**src/hdl/tszc_pkg.sv**
```systemverilog
`default_nettype none

package tszc_pkg;

   localparam int SAMPLE_W = 12;
   localparam int TORQUE_W = 16;
   localparam int KIND_W   = 2;
   localparam int PHASE_W  = 2;
   localparam int CSR_IDX_W  = 3;
   localparam int CSR_DATA_W = 16;

   // Divider: dividend holds deviation * full scale or a sample sum, divisor holds a span or a count
   localparam int DVD_W  = SAMPLE_W + TORQUE_W;
   localparam int DSR_W  = SAMPLE_W;
   localparam int STEP_W = $clog2(DVD_W);

   localparam int CAL_SAMPLES_DEF = 16;

   localparam logic [SAMPLE_W-1:0] VALID_LOW  = SAMPLE_W'(100);
   localparam logic [SAMPLE_W-1:0] VALID_HIGH = SAMPLE_W'(3995);

   localparam logic [KIND_W-1:0] KIND_START   = 2'd0;
   localparam logic [KIND_W-1:0] KIND_SAMPLE  = 2'd1;
   localparam logic [KIND_W-1:0] KIND_ABORT   = 2'd2;
   localparam logic [KIND_W-1:0] KIND_MEASURE = 2'd3;

   localparam logic [PHASE_W-1:0] PHASE_UNCAL    = 2'd0;
   localparam logic [PHASE_W-1:0] PHASE_CALIB    = 2'd1;
   localparam logic [PHASE_W-1:0] PHASE_CAL_OK   = 2'd2;
   localparam logic [PHASE_W-1:0] PHASE_FALLBACK = 2'd3;

   localparam logic [CSR_IDX_W-1:0] REG_DEFAULT_ZERO = 3'd0;
   localparam logic [CSR_IDX_W-1:0] REG_DEADBAND     = 3'd1;
   localparam logic [CSR_IDX_W-1:0] REG_BACK_LIMIT   = 3'd2;
   localparam logic [CSR_IDX_W-1:0] REG_FWD_LIMIT    = 3'd3;
   localparam logic [CSR_IDX_W-1:0] REG_FULL_SCALE   = 3'd4;

   typedef struct packed {
      logic load;       // capture the request word
      logic eval;       // update accumulators, form deviation and span
      logic mul;        // form deviation * full scale
      logic div_start;  // launch the divider
      logic div_mean;   // divider operands: sum / count instead of product / span
      logic commit;     // update phase and load the response word
   } cmd_type;

   typedef struct packed {
      logic finish;     // item closes the calibration
      logic mean_ok;    // enough valid samples for a mean
      logic scale;      // measure item needs the scaling divide
      logic div_done;
   } status_type;

endpackage

`default_nettype wire

```
**src/hdl/tszc_div.sv**
```systemverilog
`default_nettype none

module tszc_div (
   input  wire logic                        clock,
   input  wire logic                        reset,
   input  wire logic                        start,
   input  wire logic [tszc_pkg::DVD_W-1:0]  dividend,
   input  wire logic [tszc_pkg::DSR_W-1:0]  divisor,
   output logic                             done,
   output logic [tszc_pkg::DVD_W-1:0]       quotient
);

   localparam int DVD_W  = tszc_pkg::DVD_W;
   localparam int DSR_W  = tszc_pkg::DSR_W;
   localparam int STEP_W = tszc_pkg::STEP_W;

   logic [DSR_W-1:0]  rem_ff,  rem_in;
   logic [DVD_W-1:0]  quo_ff,  quo_in;
   logic [DSR_W-1:0]  dsr_ff,  dsr_in;
   logic [STEP_W-1:0] step_ff, step_in;
   logic              busy_ff, busy_in;
   logic              done_ff, done_in;

   logic [DSR_W:0] trial;
   logic [DSR_W:0] diff;
   logic           fits;

   // Restoring radix-2: one quotient bit per cycle, MSB first
   assign trial = {rem_ff, quo_ff[DVD_W-1]};
   assign diff  = trial - {1'b0, dsr_ff};
   assign fits  = trial >= {1'b0, dsr_ff};

   always_comb begin
      rem_in  = rem_ff;
      quo_in  = quo_ff;
      dsr_in  = dsr_ff;
      step_in = step_ff;
      busy_in = busy_ff;
      done_in = busy_ff && (step_ff == '0);
      if (start) begin
         rem_in  = '0;
         quo_in  = dividend;
         dsr_in  = divisor;
         step_in = STEP_W'(DVD_W - 1);
         busy_in = 1'b1;
      end else if (busy_ff) begin
         rem_in  = fits ? diff[DSR_W-1:0] : trial[DSR_W-1:0];
         quo_in  = {quo_ff[DVD_W-2:0], fits};
         step_in = step_ff - STEP_W'(1);
         if (step_ff == '0) begin
            busy_in = 1'b0;
         end
      end
   end

   always_ff @(posedge clock) begin
      if (reset) begin
         busy_ff <= 1'b0;
         done_ff <= 1'b0;
         step_ff <= '0;
      end else begin
         busy_ff <= busy_in;
         done_ff <= done_in;
         step_ff <= step_in;
      end
   end

   always_ff @(posedge clock) begin
      rem_ff <= rem_in;
      quo_ff <= quo_in;
      dsr_ff <= dsr_in;
   end

   assign done     = done_ff;
   assign quotient = quo_ff;

   assert property (@(posedge clock) disable iff (reset) start |-> !busy_ff)
      else $error("divider started while busy");

   assert property (@(posedge clock) disable iff (reset) done_ff |-> !busy_ff)
      else $error("divider done while still stepping");

endmodule

`default_nettype wire

```
**src/hdl/tszc_datapath.sv**
```systemverilog
`default_nettype none

module tszc_datapath #(
   parameter int CAL_SAMPLES = tszc_pkg::CAL_SAMPLES_DEF
) (
   input  wire logic                              clock,
   input  wire logic                              reset,
   input  wire logic                              csr_wr_en,
   input  wire logic [tszc_pkg::CSR_IDX_W-1:0]    csr_index,
   input  wire logic [tszc_pkg::CSR_DATA_W-1:0]   csr_wdata,
   input  wire logic [tszc_pkg::KIND_W-1:0]       req_kind,
   input  wire logic [tszc_pkg::SAMPLE_W-1:0]     req_sample,
   input  wire tszc_pkg::cmd_type                 cmd,
   output tszc_pkg::status_type                   status,
   output logic [tszc_pkg::TORQUE_W-1:0]          rsp_torque,
   output logic [tszc_pkg::SAMPLE_W-1:0]          rsp_zero_point,
   output logic [tszc_pkg::PHASE_W-1:0]           rsp_cal_state,
   output logic                                   rsp_sample_valid
);

   localparam int SAMPLE_W = tszc_pkg::SAMPLE_W;
   localparam int TORQUE_W = tszc_pkg::TORQUE_W;
   localparam int PHASE_W  = tszc_pkg::PHASE_W;
   localparam int KIND_W   = tszc_pkg::KIND_W;
   localparam int DVD_W    = tszc_pkg::DVD_W;
   localparam int DSR_W    = tszc_pkg::DSR_W;
   localparam int CNT_W    = $clog2(CAL_SAMPLES + 1);
   localparam int SUM_W    = SAMPLE_W + CNT_W;
   localparam int HALF     = CAL_SAMPLES / 2;

   // configuration
   logic [SAMPLE_W-1:0] dflt_ff, dflt_in;
   logic [SAMPLE_W-1:0] dband_ff, dband_in;
   logic [SAMPLE_W-1:0] back_lim_ff, back_lim_in;
   logic [SAMPLE_W-1:0] fwd_lim_ff, fwd_lim_in;
   logic [TORQUE_W-1:0] fst_ff, fst_in;

   // calibration state
   logic [PHASE_W-1:0]  phase_ff, phase_in;
   logic [SUM_W-1:0]    vsum_ff, vsum_in;
   logic [CNT_W-1:0]    vcnt_ff, vcnt_in;
   logic [CNT_W-1:0]    taken_ff, taken_in;
   logic [SAMPLE_W-1:0] cal_zero_ff, cal_zero_in;

   // working registers
   logic [KIND_W-1:0]   kind_ff, kind_in;
   logic [SAMPLE_W-1:0] sample_ff, sample_in;
   logic                valid_ff, valid_in;
   logic [SAMPLE_W-1:0] dev_ff, dev_in;
   logic [DSR_W-1:0]    span_ff, span_in;
   logic                span_pos_ff, span_pos_in;
   logic [DVD_W-1:0]    prod_ff, prod_in;

   // response word
   logic [TORQUE_W-1:0] torque_ff, torque_in;
   logic [SAMPLE_W-1:0] zero_ff, zero_in;
   logic [PHASE_W-1:0]  cstate_ff, cstate_in;
   logic                sval_ff, sval_in;

   logic [SAMPLE_W-1:0] zero_use;
   logic [SAMPLE_W-1:0] dev;
   logic [SAMPLE_W:0]   back_span;
   logic [SAMPLE_W:0]   fwd_span;
   logic [SAMPLE_W:0]   span;
   logic                in_range;
   logic                finish;
   logic                mean_ok;
   logic                scale;
   logic [DVD_W-1:0]    div_dvd;
   logic [DSR_W-1:0]    div_dsr;
   logic                div_done;
   logic [DVD_W-1:0]    quot;
   logic [PHASE_W-1:0]  phase_new;
   logic [SAMPLE_W-1:0] cal_zero_new;
   logic [TORQUE_W-1:0] torque_new;

   assign zero_use  = (phase_ff == tszc_pkg::PHASE_CAL_OK) ? cal_zero_ff : dflt_ff;
   assign dev       = (sample_ff >= zero_use) ? (sample_ff - zero_use) : (zero_use - sample_ff);
   assign back_span = {1'b0, zero_use} - {1'b0, back_lim_ff};
   assign fwd_span  = {1'b0, fwd_lim_ff} - {1'b0, zero_use};
   assign span      = ($signed(back_span) > $signed(fwd_span)) ? back_span : fwd_span;
   assign in_range  = (sample_ff >= tszc_pkg::VALID_LOW) && (sample_ff <= tszc_pkg::VALID_HIGH);

   assign finish  = (phase_ff == tszc_pkg::PHASE_CALIB)
                    && (((kind_ff == tszc_pkg::KIND_SAMPLE) && (taken_ff >= CNT_W'(CAL_SAMPLES)))
                        || (kind_ff == tszc_pkg::KIND_ABORT));
   assign mean_ok = (vcnt_ff != '0) && (vcnt_ff >= CNT_W'(HALF));
   assign scale   = (kind_ff == tszc_pkg::KIND_MEASURE) && (dev_ff >= dband_ff) && span_pos_ff;

   assign div_dvd = cmd.div_mean ? DVD_W'(vsum_ff) : prod_ff;
   assign div_dsr = cmd.div_mean ? DSR_W'(vcnt_ff) : span_ff;

   tszc_div u_div (
      .clock    (clock),
      .reset    (reset),
      .start    (cmd.div_start),
      .dividend (div_dvd),
      .divisor  (div_dsr),
      .done     (div_done),
      .quotient (quot)
   );

   always_comb begin
      status.finish   = finish;
      status.mean_ok  = mean_ok;
      status.scale    = scale;
      status.div_done = div_done;
   end

   // outcome of the item, applied on commit
   always_comb begin
      phase_new    = phase_ff;
      cal_zero_new = cal_zero_ff;
      torque_new   = '0;
      if (kind_ff == tszc_pkg::KIND_START) begin
         phase_new = tszc_pkg::PHASE_CALIB;
      end else if (finish) begin
         if (mean_ok) begin
            cal_zero_new = quot[SAMPLE_W-1:0];
            phase_new    = tszc_pkg::PHASE_CAL_OK;
         end else begin
            phase_new = tszc_pkg::PHASE_FALLBACK;
         end
      end
      if (kind_ff == tszc_pkg::KIND_MEASURE) begin
         priority if (dev_ff < dband_ff) begin
            torque_new = '0;
         end else if (!span_pos_ff) begin
            torque_new = fst_ff;
         end else if (quot > DVD_W'(fst_ff)) begin
            torque_new = fst_ff;
         end else begin
            torque_new = quot[TORQUE_W-1:0];
         end
      end
   end

   always_comb begin
      dflt_in     = dflt_ff;
      dband_in    = dband_ff;
      back_lim_in = back_lim_ff;
      fwd_lim_in  = fwd_lim_ff;
      fst_in      = fst_ff;
      if (csr_wr_en) begin
         unique case (csr_index)
            tszc_pkg::REG_DEFAULT_ZERO: dflt_in     = csr_wdata[SAMPLE_W-1:0];
            tszc_pkg::REG_DEADBAND:     dband_in    = csr_wdata[SAMPLE_W-1:0];
            tszc_pkg::REG_BACK_LIMIT:   back_lim_in = csr_wdata[SAMPLE_W-1:0];
            tszc_pkg::REG_FWD_LIMIT:    fwd_lim_in  = csr_wdata[SAMPLE_W-1:0];
            tszc_pkg::REG_FULL_SCALE:   fst_in      = csr_wdata[TORQUE_W-1:0];
            default: begin
            end
         endcase
      end
   end

   always_comb begin
      kind_in     = kind_ff;
      sample_in   = sample_ff;
      valid_in    = valid_ff;
      dev_in      = dev_ff;
      span_in     = span_ff;
      span_pos_in = span_pos_ff;
      prod_in     = prod_ff;
      vsum_in     = vsum_ff;
      vcnt_in     = vcnt_ff;
      taken_in    = taken_ff;
      phase_in    = phase_ff;
      cal_zero_in = cal_zero_ff;
      torque_in   = torque_ff;
      zero_in     = zero_ff;
      cstate_in   = cstate_ff;
      sval_in     = sval_ff;

      if (cmd.load) begin
         kind_in   = req_kind;
         sample_in = req_sample;
      end

      if (cmd.eval) begin
         valid_in    = 1'b0;
         dev_in      = dev;
         span_in     = span[DSR_W-1:0];
         span_pos_in = !span[SAMPLE_W] && (span[SAMPLE_W-1:0] != '0);
         if (kind_ff == tszc_pkg::KIND_START) begin
            vsum_in  = '0;
            vcnt_in  = '0;
            taken_in = '0;
         end else if ((kind_ff == tszc_pkg::KIND_SAMPLE)
                      && (phase_ff == tszc_pkg::PHASE_CALIB)) begin
            if (in_range) begin
               vsum_in  = vsum_ff + SUM_W'(sample_ff);
               vcnt_in  = vcnt_ff + CNT_W'(1);
               valid_in = 1'b1;
            end
            taken_in = taken_ff + CNT_W'(1);
         end
      end

      if (cmd.mul) begin
         prod_in = DVD_W'(dev_ff) * DVD_W'(fst_ff);
      end

      if (cmd.commit) begin
         phase_in    = phase_new;
         cal_zero_in = cal_zero_new;
         torque_in   = torque_new;
         zero_in     = (phase_new == tszc_pkg::PHASE_CAL_OK) ? cal_zero_new : dflt_ff;
         cstate_in   = phase_new;
         sval_in     = valid_ff;
      end
   end

   always_ff @(posedge clock) begin
      if (reset) begin
         dflt_ff     <= SAMPLE_W'(2048);
         dband_ff    <= SAMPLE_W'(50);
         back_lim_ff <= '0;
         fwd_lim_ff  <= SAMPLE_W'(4095);
         fst_ff      <= TORQUE_W'(25600);
         phase_ff    <= tszc_pkg::PHASE_UNCAL;
         vsum_ff     <= '0;
         vcnt_ff     <= '0;
         taken_ff    <= '0;
         cal_zero_ff <= '0;
      end else begin
         dflt_ff     <= dflt_in;
         dband_ff    <= dband_in;
         back_lim_ff <= back_lim_in;
         fwd_lim_ff  <= fwd_lim_in;
         fst_ff      <= fst_in;
         phase_ff    <= phase_in;
         vsum_ff     <= vsum_in;
         vcnt_ff     <= vcnt_in;
         taken_ff    <= taken_in;
         cal_zero_ff <= cal_zero_in;
      end
   end

   always_ff @(posedge clock) begin
      kind_ff     <= kind_in;
      sample_ff   <= sample_in;
      valid_ff    <= valid_in;
      dev_ff      <= dev_in;
      span_ff     <= span_in;
      span_pos_ff <= span_pos_in;
      prod_ff     <= prod_in;
      torque_ff   <= torque_in;
      zero_ff     <= zero_in;
      cstate_ff   <= cstate_in;
      sval_ff     <= sval_in;
   end

   assign rsp_torque       = torque_ff;
   assign rsp_zero_point   = zero_ff;
   assign rsp_cal_state    = cstate_ff;
   assign rsp_sample_valid = sval_ff;

   // a start clears the counters in any phase
   assert property (@(posedge clock) disable iff (reset)
                    ((phase_ff != tszc_pkg::PHASE_CALIB)
                     && !(cmd.eval && (kind_ff == tszc_pkg::KIND_START)))
                    |-> (taken_in == taken_ff))
      else $error("sample counted outside calibration");

   assert property (@(posedge clock) disable iff (reset)
                    vcnt_ff <= taken_ff)
      else $error("valid count exceeds taken count");

endmodule

`default_nettype wire

```
**src/hdl/tszc_ctrl.sv**
```systemverilog
`default_nettype none

module tszc_ctrl (
   input  wire logic                  clock,
   input  wire logic                  reset,
   input  wire logic                  req_valid,
   output logic                       req_ready,
   output logic                       rsp_valid,
   input  wire logic                  rsp_ready,
   input  wire tszc_pkg::status_type  status,
   output tszc_pkg::cmd_type          cmd
);

   localparam logic [2:0] S_IDLE   = 3'd0;
   localparam logic [2:0] S_EVAL   = 3'd1;
   localparam logic [2:0] S_DECIDE = 3'd2;
   localparam logic [2:0] S_MUL    = 3'd3;
   localparam logic [2:0] S_DIVGO  = 3'd4;
   localparam logic [2:0] S_DIV    = 3'd5;
   localparam logic [2:0] S_DONE   = 3'd6;

   logic [2:0] state_ff, state_in;
   logic       rsp_valid_ff, rsp_valid_in;
   logic       out_free;

   // output register can take a new word when empty or being drained
   assign out_free = !rsp_valid_ff || rsp_ready;

   always_comb begin
      state_in = state_ff;
      cmd      = '0;
      unique case (state_ff)
         S_IDLE: begin
            if (req_valid) begin
               cmd.load = 1'b1;
               state_in = S_EVAL;
            end
         end
         S_EVAL: begin
            cmd.eval = 1'b1;
            state_in = S_DECIDE;
         end
         S_DECIDE: begin
            priority if (status.finish && status.mean_ok) begin
               cmd.div_start = 1'b1;
               cmd.div_mean  = 1'b1;
               state_in      = S_DIV;
            end else if (status.scale) begin
               state_in = S_MUL;
            end else begin
               state_in = S_DONE;
            end
         end
         S_MUL: begin
            cmd.mul  = 1'b1;
            state_in = S_DIVGO;
         end
         S_DIVGO: begin
            cmd.div_start = 1'b1;
            state_in      = S_DIV;
         end
         S_DIV: begin
            if (status.div_done) begin
               state_in = S_DONE;
            end
         end
         S_DONE: begin
            if (out_free) begin
               cmd.commit = 1'b1;
               state_in   = S_IDLE;
            end
         end
         default: begin
            state_in = S_IDLE;
         end
      endcase
   end

   always_comb begin
      rsp_valid_in = rsp_valid_ff;
      if (cmd.commit) begin
         rsp_valid_in = 1'b1;
      end else if (rsp_ready) begin
         rsp_valid_in = 1'b0;
      end
   end

   always_ff @(posedge clock) begin
      if (reset) begin
         state_ff     <= S_IDLE;
         rsp_valid_ff <= 1'b0;
      end else begin
         state_ff     <= state_in;
         rsp_valid_ff <= rsp_valid_in;
      end
   end

   assign req_ready = (state_ff == S_IDLE);
   assign rsp_valid = rsp_valid_ff;

   assert property (@(posedge clock) disable iff (reset)
                    cmd.commit |-> (!rsp_valid_ff || rsp_ready))
      else $error("response word overwritten before it was taken");

   assert property (@(posedge clock) disable iff (reset)
                    status.div_done |-> (state_ff == S_DIV))
      else $error("divider finished outside the divide state");

endmodule

`default_nettype wire

```
**src/hdl/torque_sensor_zero_cal_scaler.sv**
```systemverilog
// Channel   Direction  Handshake               Payload
// req       in         req_valid / req_ready   req_kind, req_sample
// rsp       out        rsp_valid / rsp_ready   rsp_torque, rsp_zero_point,
//                                              rsp_cal_state, rsp_sample_valid
// csr       in         csr_wr_en               csr_index, csr_wdata
//
// One word at a time. Start, plain calibration samples, aborts that fall back, and
// measures inside the dead band or with no span go from eval and decide to commit;
// a closing calibration with a mean and a scaled measure (after a multiply) pass
// through the 28-step radix-2 divider. The next word is accepted once the response is
// loaded, even while it still waits on rsp_ready; a stalled rsp holds the item at commit.
// Synchronous reset restores the register defaults and clears calibration.
`default_nettype none

module torque_sensor_zero_cal_scaler #(
   parameter int CAL_SAMPLES = tszc_pkg::CAL_SAMPLES_DEF
) (
   input  wire logic                              clock,
   input  wire logic                              reset,
   input  wire logic                              req_valid,
   output logic                                   req_ready,
   input  wire logic [tszc_pkg::KIND_W-1:0]       req_kind,
   input  wire logic [tszc_pkg::SAMPLE_W-1:0]     req_sample,
   output logic                                   rsp_valid,
   input  wire logic                              rsp_ready,
   output logic [tszc_pkg::TORQUE_W-1:0]          rsp_torque,
   output logic [tszc_pkg::SAMPLE_W-1:0]          rsp_zero_point,
   output logic [tszc_pkg::PHASE_W-1:0]           rsp_cal_state,
   output logic                                   rsp_sample_valid,
   input  wire logic                              csr_wr_en,
   input  wire logic [tszc_pkg::CSR_IDX_W-1:0]    csr_index,
   input  wire logic [tszc_pkg::CSR_DATA_W-1:0]   csr_wdata
);

   tszc_pkg::cmd_type    cmd;
   tszc_pkg::status_type status;

   tszc_ctrl u_ctrl (
      .clock     (clock),
      .reset     (reset),
      .req_valid (req_valid),
      .req_ready (req_ready),
      .rsp_valid (rsp_valid),
      .rsp_ready (rsp_ready),
      .status    (status),
      .cmd       (cmd)
   );

   tszc_datapath #(
      .CAL_SAMPLES (CAL_SAMPLES)
   ) u_datapath (
      .clock            (clock),
      .reset            (reset),
      .csr_wr_en        (csr_wr_en),
      .csr_index        (csr_index),
      .csr_wdata        (csr_wdata),
      .req_kind         (req_kind),
      .req_sample       (req_sample),
      .cmd              (cmd),
      .status           (status),
      .rsp_torque       (rsp_torque),
      .rsp_zero_point   (rsp_zero_point),
      .rsp_cal_state    (rsp_cal_state),
      .rsp_sample_valid (rsp_sample_valid)
   );

endmodule

`default_nettype wire

```
**config.mk**
```make
export PLATFORM = sky130hd
export DESIGN_NAME = torque_sensor_zero_cal_scaler
export DESIGN_NICKNAME = d
export VERILOG_FILES = /design/src/hdl/tszc_pkg.sv /design/src/hdl/tszc_div.sv /design/src/hdl/tszc_datapath.sv /design/src/hdl/tszc_ctrl.sv /design/src/hdl/torque_sensor_zero_cal_scaler.sv
export SDC_FILE = /design/constraint.sdc
export NUM_CORES = 1
export LEC_CHECK = 0
export ABC_AREA = 0
export BUFFER_PORTS_ARGS = -buffer_cell sky130_fd_sc_hd__buf_2
export CORE_MARGIN = 5
export CORE_UTILIZATION = 45
export DETAILED_ROUTE_END_ITERATION = 12
export GPL_ROUTABILITY_DRIVEN = 0
export PLACE_DENSITY = 0.64
export SYNTH_ARGS = -nofsm -noshare
export SYNTH_HDL_FRONTEND = slang
export SYNTH_HIERARCHICAL = 1
export SYNTH_SLANG_ARGS = --single-unit
```
**constraint.sdc**
```tcl
create_clock -name clock -period 7 [get_ports clock]
set_input_delay 2.1 -clock clock [delete_from_list [all_inputs] [get_ports clock]]
set_output_delay 2.1 -clock clock [all_outputs]
set_load 0.005 [all_outputs]
```
==> run summary, run 1 <==
status = finished, final reports clean
clk sink count = 267
Worst-Margin Slew = 1.31 ns
Worst-Skew Late Latency = 0.57 ns
setup total negative slack = 0 ns
Hold WS = 0.457 ns
crit path capture = u_datapath/span_pos_ff
Synth area leader = edfxtp_1
antenna violations before repair = 1
syn nets = 2718
DR pass1 iterations = 5
Avg Inst Size Synth = 9.19 um^2
met2 wire length = 25.9 mm
share of post-route cells with drive strength above 1 = 8.93%
Hold Crit Class = reg -> reg
worst-path cell chain = nand2b_1 -> buf_4 -> a21oi_1 -> inv_1 -> ha_1 -> and4b_1 -> a311oi_1 -> o31a_1 -> o21a_1 -> o221ai_1 -> a211oi_1 -> o31a_1 -> or2_2 -> ha_1 -> nand2_1 -> nor3_1 -> o31ai_1 -> o21ai_1 -> mux2_2 -> a221o_1 -> nor4b_2 -> a41oi_2
WP data required = 7.29 ns
CP max stage cell = dfxtp_1
via count = 17200
initial DRC count = 1335
# hold bufs at CTS = 0
Worst EP arrival = 6.78 ns
RR Startpoint = u_datapath/phase_ff[0]
DP Wirelength = 46.1 mm
reg2reg path depth = 22
most common cell in the netlist = nand2_1
maxcap violations = 0
Final period util = 92.8%
CTS root buf = clkbuf_16
clk slew on worst S/H paths = 0.06 ns
Yosys reg bits = 267
DRC viols = 0
async set or reset register ratio after synthesis = 0%
Post-CTS Setup Repair Bufs = 0
min cycle time layout = 6.50 ns
# fillers = 4428
post-cts sizing count = 0
clk_skew = 0.0166 ns
GRT Resource Usage Total = 21.8%
Hold Path Depth = 2
Boundary Pins = 71
placement row count = 80
Top Metal Used = met4
final net count = 2734
CP Launch Type = flop
Crit Path Max Fanout = 29
VDD IR max = 0.000188 V
DIE AREA = 52900 um^2
post-route antenna net violation count = 0
FF-to-FF setup slack = 0.50 ns
Crit Path Class = reg -> reg
first-pass GRT wire length = 92.8 mm
worst-case clock buffer depth = 3
Finish-stage setup viols = 0
Finished Core Util = 49.5%
Mapped Area = 21800 um^2
static leakage = 10.3 nW
crit path launch = u_datapath/phase_ff[0]
largest cells by area after synthesis = edfxtp_1 19%, fa_1 13%, dfxtp_1 12%
Fin. Hold Viols = 0
synth unique cells = 103
max_slew headroom = 12.6%
CTS Buf Count = 31
vias in the first global route = 16800
Starting Density = 45.6%
H-Tree Depth = 1
RSZ-0062 raised after global routing = false
number of synthesized flops with an enable pin = 139
die height = 230 um
Power Dens Cells = 282 nW/um^2
Main synth FF type = edfxtp_1
Slew Limit Fails = 0
Crit path largest cell delay = 0.70 ns
top cells by count, synth = 379 x nand2_1, 308 x inv_1, 169 x ha_1, 144 x fa_1, 139 x edfxtp_1
Worst R2R End = u_datapath/span_pos_ff
largest net degree at the start of global routing = 85
area fraction of the dominant cell type after synthesis = 19.2%
IO buf count = 70
Worst Setup End Kind = flop
Die X = 230 um
Syn-to-layout area delta = 8.58%
wire per inst = 19.6 um
Post-Synthesis Cells = 2367
Post-Route M1 WL = 27.0 mm
sequential element share of the synthesized area = 31.0%
metal3 WL = 5.03 mm
TritonCTS clock tree = done
via/cell ratio = 5.68
core area = 47700 um^2
GR Overflow Total = 0
Max Fclk = 0.154 GHz
routed wire length = 59.3 mm
yosys warns = 6
antenna diode count = 0
metal layers:
layer / vias to the layer above / GRT usage [%]
met5: - / 0
met4: 0 / 4.73
met3: 99 / 4.80
met2: 625 / 33.9
met1: 8385 / 31.5
li1: 8058 / -
worst min path at each step:
stage                         startpoint                          end  slack [ns]
3_3_place_gp      u_datapath/dband_ff[8]       u_datapath/dband_ff[8]        0.45
4_1_cts           u_datapath/dband_ff[2]       u_datapath/dband_ff[2]        0.46
6_report       u_datapath/back_lim_ff[3]    u_datapath/back_lim_ff[3]        0.46
2_1_floorplan        u_datapath/valid_ff  u_datapath/rsp_sample_valid        0.40
5_1_grt              u_datapath/valid_ff  u_datapath/rsp_sample_valid        0.48
3_5_place_dp      u_datapath/dband_ff[2]       u_datapath/dband_ff[2]        0.45
cells by family after synthesis:
group | count (synthesis) | synth area share (%)
mux | 100 | 4.93
simple gates | 789 | 17.2
flops | 267 | 31.0
xor+xnor | 81 | 3.26
fa+ha+maj | 315 | 23.1
buf+inv | 411 | 7.38
compound gates | 404 | 13.2
sequential cells by signal (all words and copies together) (netlist names), 16 cells and up:
signal / flops
u_datapath/rsp_torque: 16
u_datapath/u_div/quotient: 28
u_datapath/prod_ff: 28
u_datapath/vsum_ff: 17
u_datapath/fst_ff: 16
cells in the final DEF, fill, tap and decap left out, types with 7 or more instances in the layout:
| master | Yosys | routed |
|---|---|---|
| a211o_1 | 7 | 7 |
| a211oi_1 | 16 | 16 |
| a21o_1 | 31 | 31 |
| a21oi_1 | 116 | 116 |
| a22oi_1 | 11 | 11 |
| a311oi_1 | 14 | 14 |
| a31oi_1 | 13 | 13 |
| and2_1 | 78 | 78 |
| and3_1 | 15 | 15 |
| buf_2 | 9 | 70 |
| buf_4 | 6 | 15 |
| clkbuf_16 | 0 | 33 |
| dfxtp_1 | 128 | 128 |
| edfxtp_1 | 139 | 139 |
| fa_1 | 144 | 144 |
| ha_1 | 169 | 169 |
| inv_1 | 308 | 308 |
| mux2_1 | 27 | 27 |
| mux2_2 | 27 | 27 |
| mux2i_1 | 45 | 45 |
| nand2_1 | 379 | 379 |
| nand2b_1 | 11 | 11 |
| nand3_1 | 49 | 49 |
| nand3b_1 | 7 | 7 |
| nand4_1 | 16 | 16 |
| nor2_1 | 101 | 100 |
| nor2b_1 | 37 | 36 |
| nor3_1 | 29 | 26 |
| nor4_1 | 10 | 10 |
| o2111ai_1 | 7 | 7 |
| o211ai_1 | 25 | 25 |
| o21a_1 | 16 | 16 |
| o21ai_0 | 46 | 46 |
| o21ai_1 | 10 | 10 |
| o21bai_1 | 11 | 11 |
| o31a_1 | 7 | 7 |
| or2_2 | 14 | 14 |
| or3_1 | 9 | 9 |
| xnor2_1 | 51 | 51 |
| xor2_1 | 30 | 30 |
cell type report:
type	count	area (um^2)	area share, %
clock buffers	40	872	3.69
clock inverters	18	173	0.731
inverters	309	1160	4.91
multi-input cells	1689	13500	56.9
flip-flops and latches	267	6740	28.5
well taps	615	769	3.26
repair buffers	85	463	1.96
power breakdown:
part           switching [W]  leakage [nW]  internal, W
Clock               0.000674         0.508     0.000962
Combinational        0.00165          7.44      0.00115
Sequential          0.000261          2.34      0.00196
Total                0.00259          10.3      0.00407
through the flow:
stage / setup WS (ns) / total power (W) / cell area (um^2) / cells
2_1_floorplan: 1.48 / 0.00423 / 21800 / 2367
3_3_place_gp: 0.934 / 0.00494 / 22600 / 2965
3_5_place_dp: 0.714 / 0.00500 / 22600 / 2965
4_1_cts: 0.670 / 0.00667 / 23600 / 3023
5_1_grt: 0.0847 / 0.00715 / 23600 / 3023
6_report: 0.503 / 0.00666 / 23600 / 3023
worst max-delay path, delay by kind of cell (launching register included):
family,cells,cell delay [ns]
and+or+nand+nor,6,1.71
DFF,1,0.70
muxes,1,0.56
AOI/OAI and AO/OA,11,2.36
adders and majority gates,2,0.50
buffers and inverters,2,0.38
Note: power is estimated with default switching activity, not from simulation.
==> run 2, diff against run 1 <==
- CTS_BUF_LIST: not set -> sky130_fd_sc_hd__clkbuf_16
- MAX_ROUTING_LAYER: not set -> met4
==> run 2 against run 1 <==
Effect of this change: sequential share of layout area about the same; cell count unchanged; design area is essentially flat; worst hold slack is essentially flat; largest cell class unchanged; critical endpoint unchanged; critical path type unchanged.
==> run summary, run 2 (same netlist as run 1, synthesis figures left out) <==
sw power = 0.00259 W
max_slew headroom = 10.9%
Finish-stage setup viols = 0
# hold bufs at CTS = 0
DIE AREA = 52900 um^2
placed cell count = 2965
vias in the first global route = 16800
Crit Path Max Fanout = 29
sequential share of power = 33.5%
TritonCTS clock tree = done
VDD IR max = 0.000185 V
first-pass GRT wire length = 92.9 mm
GRT Resource Usage Total = 22.5%
Power Dens Cells = 281 nW/um^2
via count = 17200
Finished Core Util = 49.4%
core area = 47700 um^2
most frequent cells in the layout = 379 x nand2_1, 313 x inv_1, 169 x ha_1
RSZ-0062 raised after global routing = false
DRC viols = 0
clock share of power = 24.2%
Boundary Pins = 71
IO buf count = 70
Crit path largest cell delay = 0.73 ns
post-cts sizing count = 0
CP Launch Type = flop
via/cell ratio = 5.67
Worst Setup End Kind = flop
Worst-Skew Late Latency = 0.57 ns
min cycle time layout = 6.50 ns
clk_skew = 0.0186 ns
antenna violations before repair = 1
Sw Ratio = 39.1%
design area = 23600 um^2
Hold Crit Class = reg -> reg
GR Overflow Total = 0
routed wire length = 59.4 mm
Syn-to-layout area delta = 8.49%
Placed Area = 22600 um^2
Crit Path Class = reg -> reg
Non-Filler Instances = 3023
H-Tree Depth = 1
placement row count = 80
Die X = 230 um
die height = 230 um
CP max stage cell = dfxtp_1
setup total negative slack = 0 ns
final net count = 2734
CTS Buf Count = 31
status = finished, final reports clean
Slew Limit Fails = 0
Worst-Margin Slew = 1.34 ns
share of post-route cells with drive strength above 1 = 8.85%
WP data required = 7.29 ns
CTS root buf = clkbuf_16
worst-path cell chain = nand2b_1 -> buf_4 -> a21oi_1 -> inv_1 -> ha_1 -> and4b_1 -> a311oi_1 -> o31a_1 -> o21a_1 -> o221ai_1 -> a211oi_1 -> o31a_1 -> or2_2 -> ha_1 -> nand2_1 -> nor3_1 -> o31ai_1 -> o21ai_1 -> mux2_2 -> a221o_1 -> nor4b_2 -> a41oi_2
antenna diode count = 0
static leakage = 10.3 nW
overall power = 0.00663 W
initial DRC count = 1365
Final period util = 92.8%
clk slew on worst S/H paths = 0.06 ns
DP Wirelength = 46.1 mm
Post-CTS Setup Repair Bufs = 0
Worst EP arrival = 6.78 ns
commonest non-fill, non-tap cell in the layout = nand2_1
Max Fclk = 0.154 GHz
maxcap violations = 0
Fin. Hold Viols = 0
largest net degree at the start of global routing = 85
Logic pwr share = 42.3%
DR pass1 iterations = 5
post-route antenna net violation count = 0
worst-case clock buffer depth = 3
Starting Density = 45.6%
wire per inst = 19.6 um
Pint = 0.00404 W
clk sink count = 267
run 2: cell count changes in the layout (fill, tap and decap cells not counted):
cell	previous run	this run
clkinv_1	2	4
clkbuf_1	5	0
inv_1	308	313
clkbuf_8	2	0
run 2: worst max-delay path, delay by kind of cell (launching register included):
kind	cells	cell delay, ns
flip-flops	1	0.73
AND/OR/NAND/NOR	6	1.71
AO/OA/AOI/OAI	11	2.31
buffers and inverters	2	0.37
multiplexers	1	0.56
adder cells (fa/ha/maj)	2	0.51
run 2: path summary, 6_finish.rpt:
check                                            endpoint  slack, ns                       from  cells after the start
worst max-delay path               u_datapath/span_pos_ff       0.50     u_datapath/phase_ff[0]                     22
worst max register to register     u_datapath/span_pos_ff       0.50     u_datapath/phase_ff[0]                     22
worst min-delay path            u_datapath/back_lim_ff[3]       0.46  u_datapath/back_lim_ff[3]                      2
worst min register to register  u_datapath/back_lim_ff[3]       0.46  u_datapath/back_lim_ff[3]                      2
run 2: cell type report:
| cell class | count | area [um^2] |
|---|---|---|
| clock inverters | 25 | 199 |
| clock buffers | 33 | 826 |
| inverters | 309 | 1160 |
| multi-input cells | 1689 | 13500 |
| repair buffers | 85 | 463 |
| fillers | 4427 | 24100 |
| well taps | 615 | 769 |
| flip-flops and latches | 267 | 6740 |
run 2: stage by stage:
| step | hold WS, ns | worst slack, ns |
|---|---|---|
| 2_1_floorplan | 0.400 | 1.48 |
| 3_3_place_gp | 0.446 | 0.934 |
| 3_5_place_dp | 0.448 | 0.714 |
| 4_1_cts | 0.456 | 0.670 |
| 5_1_grt | 0.479 | 0.0850 |
| 6_report | 0.456 | 0.503 |
run 2: routing by layer:
layer  part of all wire [%]  vias up  GRT usage, %
li1                       -     8053             -
met4                    2.4        0          4.73
met3                    8.6      100          4.56
met5                      0        -             -
met1                     46     8375          31.7
met2                     43      622          33.8
run 2: power by group through the flow:
stage / Combinational [W] / Clock [W] / Sequential, W
after floorplan: 0.00214 / 0 / 0.00208
after global placement: 0.00270 / 0 / 0.00224
after detailed placement: 0.00275 / 0 / 0.00224
after CTS: 0.00279 / 0.00163 / 0.00221
after global routing: 0.00317 / 0.00171 / 0.00224
final: 0.00280 / 0.00160 / 0.00222
